<file path="src/rtl/mcmf_pkg.sv">
// mcmf_pkg: shared types and constants for the multi-channel mailbox FIFO.
// Used by mcmf_ctrl, mcmf_dp and the top level; depends on nothing.
`timescale 1ns / 1ps

package mcmf_pkg;

  // fixed field widths
  localparam int CHAN_W = 8;
  localparam int CFG_W  = 5;
  localparam int STS_W  = 2;

  localparam logic [CFG_W-1:0] CHAN_COUNT_RST = 5'd16;

  typedef enum logic [STS_W-1:0] {
    ST_OK      = 2'd0,
    ST_NO_MAIL = 2'd1,
    ST_NO_BOX  = 2'd2,
    ST_FULL    = 2'd3
  } reply_code_t;

  typedef enum logic {
    ACT_PUSH = 1'b0,
    ACT_POP  = 1'b1
  } action_t;

  typedef enum logic [2:0] {
    S_CLEAR,
    S_IDLE,
    S_LOOKUP,
    S_DECIDE,
    S_REPLY
  } fsm_state_t;

  // controller -> datapath
  typedef struct packed {
    logic clr_wr;     // clear one pointer entry
    logic load_item;  // capture the input word
    logic meta_rd;    // read pointers of the addressed mailbox
    logic mark_bad;   // channel out of range
    logic exec;       // do the push or pop
    logic load_res;   // move result into the output register
  } cmd_t;

  // datapath -> controller
  typedef struct packed {
    logic clr_last;
    logic item_ok;
    logic out_free;
  } sts_t;

endpackage

</file>
<file path="src/rtl/mcmf_ctrl.sv">
// mcmf_ctrl: sequencing state machine of the mailbox FIFO.
// Depends on mcmf_pkg; drives mcmf_dp through cmd_t, watches sts_t.
`timescale 1ns / 1ps

module mcmf_ctrl
  import mcmf_pkg::*;
(
  input  logic clk,
  input  logic rst_n,
  input  logic in_valid,
  output logic in_ready,
  input  sts_t sts,
  output cmd_t cmd
);

  fsm_state_t state_r, state_nxt;

  always_ff @(posedge clk) begin
    if (!rst_n) begin
      state_r <= S_CLEAR;
    end else begin
      state_r <= state_nxt;
    end
  end

  always_comb begin
    state_nxt = state_r;
    cmd       = '0;
    in_ready  = 1'b0;
    case (state_r)
      S_CLEAR: begin
        cmd.clr_wr = 1'b1;
        if (sts.clr_last) begin
          state_nxt = S_IDLE;
        end
      end
      S_IDLE: begin
        in_ready = 1'b1;
        if (in_valid) begin
          cmd.load_item = 1'b1;
          state_nxt     = S_LOOKUP;
        end
      end
      S_LOOKUP: begin
        if (sts.item_ok) begin
          cmd.meta_rd = 1'b1;
          state_nxt   = S_DECIDE;
        end else begin
          cmd.mark_bad = 1'b1;
          state_nxt    = S_REPLY;
        end
      end
      S_DECIDE: begin
        cmd.exec  = 1'b1;
        state_nxt = S_REPLY;
      end
      S_REPLY: begin
        // wait for the output register to free up
        if (sts.out_free) begin
          cmd.load_res = 1'b1;
          state_nxt    = S_IDLE;
        end
      end
      default: begin
        state_nxt = S_CLEAR;
      end
    endcase
  end

endmodule

</file>
<file path="config.mk">
export PLATFORM = sky130hd
export DESIGN_NAME = mcmf_ctrl
export DESIGN_NICKNAME = d
export VERILOG_FILES = /design/src/rtl/mcmf_pkg.sv /design/src/rtl/mcmf_ctrl.sv
export SDC_FILE = /design/constraint.sdc
export NUM_CORES = 1
export LEC_CHECK = 0
export ABC_CLOCK_PERIOD_IN_PS = 1460
export CELL_PAD_IN_SITES_DETAIL_PLACEMENT = 0
export CELL_PAD_IN_SITES_GLOBAL_PLACEMENT = 2
export CORE_AREA = 2 2 39 41
export DETAILED_ROUTE_END_ITERATION = 6
export DIE_AREA = 0 0 41 43
export DONT_BUFFER_PORTS = 1
export PLACE_DENSITY = 0.54
export SETUP_SLACK_MARGIN = 0.3
export SLEW_MARGIN = 5
export SYNTH_ARGS = -nofsm -noshare
export SYNTH_HDL_FRONTEND = slang
export SYNTH_SLANG_ARGS = --single-unit
</file>
<file path="constraint.sdc">
create_clock -name clk -period 1.46 [get_ports clk]
set_clock_uncertainty 0.15 [all_clocks]
set_input_delay 0.073 -clock clk [delete_from_list [all_inputs] [get_ports clk]]
set_output_delay 0.073 -clock clk [all_outputs]
set_load 0.02 [all_outputs]
</file>
==> results of run 1 <==
worst register-to-register path, stage by stage, from the launching register on:
cell and delay [ns]:
dfxtp_2 0.33, inv_1 0.08, o32a_1 0.37, a221oi_2 0.24
routing by layer:
metal | up-vias | wire [um]
li1 | 141 | -
met1 | 133 | 321
met2 | 14 | 307
met3 | 2 | 62
met4 | 0 | 10
met5 | - | 0
Yosys cell counts, types with 2 or more instances:
library cell / count / area share (%)
buf_2: 2 / 4.0
nor2_1: 3 / 4.5
dfxtp_1: 3 / 24
nand2b_1: 2 / 5.0
inv_1: 2 / 3.0
a21oi_1: 2 / 4.0
nor3_1: 6 / 12
worst max path at each step:
| stage | cells after the start | slack [ns] | start | to |
|---|---|---|---|---|
| after floorplan | 4 | 0.25 | state_r[1] | state_r[2] |
| after global placement | 3 | 0.18 | state_r[1] | state_r[2] |
| after detailed placement | 3 | 0.20 | state_r[1] | state_r[2] |
| after CTS | 2 | 0.15 | state_r[2] | cmd[3] |
| after global routing | 2 | 0.11 | state_r[2] | cmd[3] |
| final | 3 | 0.16 | state_r[1] | cmd[4] |
repair_timing:
item                       4_1_cts  5_1_grt
hold endpoints to repair         3        1
setup buffers                    2        1
pin swaps                        5        3
setup endpoints to repair       10       10
resized for setup               18        1
where the power goes:
group / internal, mW / switching (mW) / total (mW)
Sequential: 0.0950 / 0.0156 / 0.111
Clock: 0.103 / 0.0479 / 0.151
Combinational: 0.102 / 0.107 / 0.208
Total: 0.299 / 0.170 / 0.469
final cells by class:
class                      instances  area, um^2
multi-input combinational         24         220
tap                               16        20.0
fill                             147         930
clock buffer                       4        26.3
sequential                         3        68.8
inverter                           2        7.51
timing repair buffer              12         111
metrics by stage:
step                util, %  worst slack [ns]  hold slack, ns
finish                 32.8             0.158         -0.0399
global route           32.8             0.114         -0.0358
CTS                    31.9             0.152         -0.0505
detailed placement     21.5             0.202          0.0503
global placement       21.5             0.181          0.0500
floorplan                 -             0.251          0.0470
cell families (layout without fill, tap and decap cells):
kind of cell,after synthesis,count (layout),synth area share [%]
and+or+nand+nor,18,18,42.8
AOI/OAI and AO/OA,5,5,17.9
buffers and inverters,5,18,11.4
DFF,3,3,23.9
muxes,1,1,3.98
==> impl_metrics.json, run 1 <==
{
  "outcome": "finished with violations",
  "violations": "hold timing",
  "grt_pass1_vias": 271,
  "grt_busiest_layer": "met2",
  "clock-sinks": 3,
  "track_usage_pct": 9.42,
  "core_um2": 1380,
  "netlist_area_um2": 251,
  "cts_tree": "done",
  "cts_buffers": 3,
  "place_inst": 50,
  "rr_startpoint": "state_r[0]",
  "synth_edf_count": 0,
  "start_kind": "register",
  "place.gp.congestion": 0.658,
  "drc_errors": 0,
  "drtAntennaViolNets": 0,
  "layout_common_cells": "buf_4, dlygate4sd3_1, nor3_1, clkbuf_4, buf_6",
  "post-route-period-util_pct": 89.2,
  "holdBufCountCts": 4,
  "firstDrtPassIters": 2,
  "holdPathStages": 3,
  "path_delay_family": "flip-flops",
  "fin_nets": 52,
  "ys.flop_type": "dfxtp_1",
  "fin_cells": 61,
  "cp-end-kind": "output pin",
  "dpl-instance-area_um2": 298,
  "crit_required_ns": 1.24,
  "worstPathCellList": "buf_6 -> nor2_4 -> and3_4",
  "wl_per_cell_um": 11.5,
  "timing.rr.end": "state_r[2]",
  "fp.dieW_um": 41,
  "worstMarginPinSlew_ns": 0.278,
  "grt_use_met3_pct": 4.71,
  "min_period_ns": 1.30,
  "clock_latency_ns": 0.24,
  "cts-root-buf": "clkbuf_4",
  "setup_viol": 0,
  "largest_register": "state_r",
  "worst-path-buf-inv": 1,
  "placementRows": 14,
  "async_flop_share_pct": 0,
  "clk_pin_slew_ns": 0.04,
  "die_y_um": 43,
  "start_util_pct": 18.2,
  "ir_worst_vdd_v": 0.000371,
  "setup_tns_ns": 0,
  "grt_max_degree": 11,
  "synth_seq_cells": 3,
  "max_stage_delay_ns": 0.36,
  "synth_nets": 38,
  "hold_class": "input pin to register",
  "p_total_mw": 0.469,
  "top_regs": "state_r (3)",
  "synth_seq_area_share_pct": 23.9,
  "dieArea_um2": 1760,
  "diodes": 0,
  "rsz0062_at_grt": "yes",
  "wl_um": 701,
  "stdcell_area_um2": 454,
  "p_per_area_nw_per_um2": 1030,
  "first_iter_violations": 4,
  "holdWs_ns": -0.0399,
  "io_pins": 13,
  "r2r_cells": 3,
  "p_leak_nw": 0.187,
  "crit_fanout": 5,
  "antenna_found_initial": 0,
  "cpMaxStageDelayCell": "dfxtp_4",
  "avgSynthCellArea_um2": 7.86,
  "maxSlewHeadroom_pct": 81.4,
  "gr-usage-met1_pct": 10.2,
  "final_common_cell": "buf_4",
  "maxCapViolCount": 0,
  "worstHoldStart": "sts[0]",
  "path_class": "register to output pin",
  "grtUsageMet2_pct": 12.8,
  "grt_overflow": 0,
  "drive_above_1_share_pct": 55.6,
  "cts_buffer_depth": 2,
  "io_buffers": 0,
  "dp_hpwl_um": 466,
  "grt_pass1_wl_um": 1040,
  "largest_reg_flops": 3,
  "regToRegSetupSlack_ns": 0.21,
  "via_per_inst": 4.75,
  "area_delta_synth_final_pct": 80.6,
  "final-hold-violation-count": 1,
  "num_vias": 290,
  "max_freq_mhz": 768,
  "ys_types": 19,
  "h-tree-depth": 1,
  "worstHoldEndpoint": "state_r[2]",
  "slew_violations": 0,
  "syn_inst": 32,
  "yosysWarnings": 0,
  "cp.arrival_ns": 1.08
}
(Power assumes the default switching activity.)
==> run 2, diff against run 1 <==
--- a/config.mk
+++ b/config.mk
@@ -12,6 +12,7 @@
 export DETAILED_ROUTE_END_ITERATION = 6
 export DIE_AREA = 0 0 41 43
 export DONT_BUFFER_PORTS = 1
+export GPL_TIMING_DRIVEN = 0
 export PLACE_DENSITY = 0.54
 export SETUP_SLACK_MARGIN = 0.3
 export SLEW_MARGIN = 5
==> impl_metrics.json, run 2 (synthesis results as in run 1) <==
{
  "grt_use_met3_pct": 3.66,
  "fin_cells": 64,
  "final-hold-violation-count": 0,
  "diodes": 0,
  "clock-sinks": 3,
  "max_freq_mhz": 749,
  "die_y_um": 43,
  "first_iter_violations": 1,
  "post-route-period-util_pct": 91.5,
  "grt_overflow": 0,
  "largest_reg_flops": 3,
  "dp_hpwl_um": 453,
  "place_inst": 48,
  "crit_required_ns": 1.24,
  "hold_class": "input pin to register",
  "dpl-instance-area_um2": 282,
  "holdWs_ns": 0.0295,
  "p_leak_nw": 0.212,
  "antenna_found_initial": 0,
  "p_per_area_nw_per_um2": 958,
  "drtAntennaViolNets": 0,
  "path_class": "register to output pin",
  "drive_above_1_share_pct": 58.3,
  "fin_ws_ns": 0.124,
  "largest_register": "state_r",
  "final_core_util_pct": 37.3,
  "drc_errors": 0,
  "h-tree-depth": 1,
  "gr-usage-met1_pct": 12.5,
  "start_util_pct": 18.2,
  "cts-root-buf": "clkbuf_4",
  "worstMarginPinSlew_ns": 0.291,
  "dieArea_um2": 1760,
  "clk_pin_slew_ns": 0.03,
  "place.gp.congestion": 0.714,
  "grt_max_degree": 10,
  "cts_buffer_depth": 2,
  "fillCellCount": 152,
  "wl_um": 761,
  "fp.dieW_um": 41,
  "maxCapViolCount": 0,
  "crit_fanout": 9,
  "grt_pass1_wl_um": 1240,
  "place_ws_ns": 0.154,
  "top_regs": "state_r (3)",
  "start_kind": "register",
  "clock_latency_ns": 0.23,
  "outcome": "finished, final reports clean",
  "fin_nets": 55,
  "cts_tree": "done",
  "grt_busiest_layer": "met2",
  "stdcell_area_um2": 517,
  "ir_worst_vdd_v": 0.000268,
  "min_period_ns": 1.34,
  "setup_tns_ns": 0,
  "io_pins": 13,
  "slew_violations": 0,
  "cp.arrival_ns": 1.11,
  "placementRows": 14,
  "cts_buffers": 3,
  "wl_per_cell_um": 11.9,
  "area_delta_synth_final_pct": 105,
  "setup_viol": 0,
  "grt_pass1_vias": 295,
  "via_per_inst": 4.63,
  "p_total_mw": 0.495,
  "io_buffers": 0,
  "num_vias": 296,
  "firstDrtPassIters": 2,
  "layout_common_cells": "nor3_4, dlygate4sd3_1, buf_4, buf_6, clkbuf_4",
  "maxSlewHeadroom_pct": 80.6,
  "rsz0062_at_grt": "yes",
  "grtUsageMet2_pct": 14.7,
  "core_um2": 1380,
  "cp-end-kind": "output pin",
  "track_usage_pct": 10.5
}
[run 2: changes by cell type in the layout (fill, tap and decap cells not counted), moves of 2 or more]
cell,before,now
nor3_4,1,4
dfxtp_4,2,0
nor2_4,2,0
nor3_1,3,1
buf_12,0,2
[run 2: what timing repair did]
item	in CTS	in global routing
pin swaps	3	4
gates cloned	1	0
resized for setup	16	6
hold buffers	4	0
setup buffers	6	1
endpoints found under the setup margin	9	10
endpoints found under the hold margin	3	0
[run 2: layout make-up]
| cell class | instances | area, um^2 | area share, % |
|---|---|---|---|
| plain buffers | 3 | 37.5 | 7.26 |
| well taps | 16 | 20.0 | 3.87 |
| repair buffers | 12 | 126 | 24.5 |
| multi-input cells | 24 | 236 | 45.8 |
| clock buffers | 4 | 26.3 | 5.08 |
| inverters | 2 | 7.51 | 1.45 |
| flip-flops and latches | 3 | 62.6 | 12.1 |
[run 2: metal layers]
| layer | share of wire [%] | vias to the layer above | routed length [um] |
|---|---|---|---|
| li1 | - | 146 | - |
| met1 | 42 | 135 | 319 |
| met2 | 47 | 13 | 361 |
| met3 | 8.9 | 2 | 68 |
| met4 | 1.4 | 0 | 11 |
| met5 | 0 | - | 0 |
[run 2: where the power goes]
part	total, mW	internal [mW]	leakage, nW	switching (mW)
Sequential	0.102	0.0946	0.0254	0.00721
Clock	0.144	0.102	0.0150	0.0412
Combinational	0.250	0.124	0.172	0.126
Total	0.495	0.321	0.212	0.175
[run 2: final timing paths]
path         startpoint    endpoint  slack [ns]  cells after the start
max          state_r[2]      cmd[3]        0.12                      3
min reg2reg  state_r[2]  state_r[1]        0.48                      3
max reg2reg  state_r[1]  state_r[2]        0.13                      4
min              sts[0]  state_r[2]        0.03                      3
[run 2: critical path, cell delays in order (launching register included)]
cell	delay, ns
dfxtp_1	0.30
buf_6	0.13
nand2b_4	0.17
nor3b_4	0.29
==> run 3, diff against run 2 <==
--- a/config.mk
+++ b/config.mk
@@ -13,9 +13,10 @@
 export DIE_AREA = 0 0 41 43
 export DONT_BUFFER_PORTS = 1
 export GPL_TIMING_DRIVEN = 0
-export PLACE_DENSITY = 0.54
+export PLACE_DENSITY = 0.58
 export SETUP_SLACK_MARGIN = 0.3
 export SLEW_MARGIN = 5
 export SYNTH_ARGS = -nofsm -noshare
 export SYNTH_HDL_FRONTEND = slang
 export SYNTH_SLANG_ARGS = --single-unit
+export TNS_END_PERCENT = 100
==> impl_metrics.json, run 3 (synthesis results as in run 1) <==
{
  "crit_required_ns": 1.45,
  "top_regs": "state_r (3)",
  "place.gp.congestion": 0.738,
  "antenna_found_initial": 0,
  "cp.arrival_ns": 1.34,
  "outcome": "finished, final reports clean",
  "maxCapViolCount": 0,
  "fin_ws_ns": 0.113,
  "dpl-instance-area_um2": 282,
  "crit_fanout": 7,
  "path_delay_family": "compound AO/OA/AOI/OAI gates",
  "first_iter_violations": 3,
  "cts-root-buf": "clkbuf_4",
  "h-tree-depth": 1,
  "wl_per_cell_um": 11.5,
  "ir_worst_vdd_v": 0.000286,
  "num_vias": 278,
  "drtAntennaViolNets": 0,
  "holdWs_ns": 0.0283,
  "maxSlewHeadroom_pct": 80.9,
  "fin_nets": 51,
  "cts_buffer_depth": 2,
  "clk_pin_slew_ns": 0.04,
  "place_inst": 48,
  "grt_overflow": 0,
  "max_stage_delay_ns": 0.34,
  "clkPwrFrac_pct": 30.4,
  "grt_pass1_vias": 301,
  "post-route-period-util_pct": 92.2,
  "final_core_util_pct": 34.0,
  "drive_above_1_share_pct": 47.7,
  "power.switching_mw": 0.168,
  "drc_errors": 0,
  "slew_violations": 0,
  "start_kind": "register",
  "min_period_ns": 1.35,
  "max_freq_mhz": 743,
  "worstMarginPinSlew_ns": 0.287,
  "clock-sinks": 3,
  "cpMaxStageDelayCell": "o32a_1",
  "hold_class": "input pin to register",
  "grt_pass1_wl_um": 1160,
  "place_ws_ns": 0.155,
  "dp_hpwl_um": 451,
  "diodes": 0,
  "setup_viol": 0,
  "stdcell_area_um2": 470,
  "switching_share_pct": 35.8,
  "placementRows": 14,
  "p_int_mw": 0.302,
  "largest_reg_flops": 3,
  "fin_cells": 60,
  "path_class": "register to register",
  "io_pins": 13,
  "largest_register": "state_r",
  "worst-path-buf-inv": 1,
  "cts_tree": "done",
  "grt_max_degree": 11,
  "p_per_area_nw_per_um2": 1000,
  "clock_latency_ns": 0.23,
  "p_leak_nw": 0.186,
  "cts_buffers": 3,
  "p_seq_share_pct": 21.1,
  "area_delta_synth_final_pct": 87.1,
  "p_total_mw": 0.470,
  "layout_common_cells": "nor3_4, dlygate4sd3_1, buf_6, clkbuf_4",
  "worstPathCellList": "buf_8 -> nor2b_4 -> o32a_1 -> a221oi_2",
  "via_per_inst": 4.63,
  "combPwrFrac_pct": 48.5,
  "fillCellCount": 151,
  "setup_tns_ns": 0,
  "rsz0062_at_grt": "yes",
  "track_usage_pct": 9.86,
  "start_util_pct": 18.2,
  "firstDrtPassIters": 3,
  "cp-end-kind": "register",
  "die_y_um": 43,
  "dieArea_um2": 1760,
  "fp.dieW_um": 41,
  "wl_um": 689,
  "final-hold-violation-count": 0,
  "core_um2": 1380,
  "io_buffers": 0
}
run 3: layout make-up:
cell class	count	area [um^2]	area share, %
sequential	3	61.3	13.0
inverter	2	7.51	1.60
multi-input combinational	24	231	49.2
timing repair buffer	8	86.3	18.4
buffer	3	37.5	7.98
clock buffer	4	26.3	5.59
tap	16	20.0	4.26
run 3: worst reg2reg max path, stage by stage (launching register included):
cell and delay, ns:
dfxtp_2 0.32, buf_8 0.13, nor2b_4 0.04, o32a_1 0.34, a221oi_2 0.27
run 3: worst paths after layout:
check / start / to / slack, ns / cells after the start
worst min register to register: state_r[2] / state_r[1] / 0.38 / 2
worst max-delay path: state_r[1] / state_r[2] / 0.11 / 4
worst min-delay path: sts[1] / state_r[0] / 0.03 / 3
worst max register to register: state_r[1] / state_r[2] / 0.11 / 4
run 3: what timing repair did:
item,CTS,global route
buffers inserted,4,0
endpoints found under the hold margin,3,0
hold buffers,4,0
setup endpoints to repair,9,10
resized for setup,15,4
pin swaps,3,4
cloned,0,0
run 3: per-layer routing:
layer	GRT usage, %	vias to the layer above	part of all wire (%)
met4	8.00	0	0
li1	-	138	-
met3	3.14	0	6.1
met2	14.1	9	50
met1	11.3	131	43
met5	0	-	0
run 3: power groups by stage:
| stage | clock, mW | combinational [mW] | sequential, mW |
|---|---|---|---|
| finish | 0.143 | 0.228 | 0.0990 |
| global route | 0.155 | 0.244 | 0.0996 |
| CTS | 0.150 | 0.223 | 0.0982 |
| detailed placement | 0 | 0.144 | 0.0974 |
| global placement | 0 | 0.144 | 0.0977 |
| floorplan | 0 | 0.126 | 0.0969 |
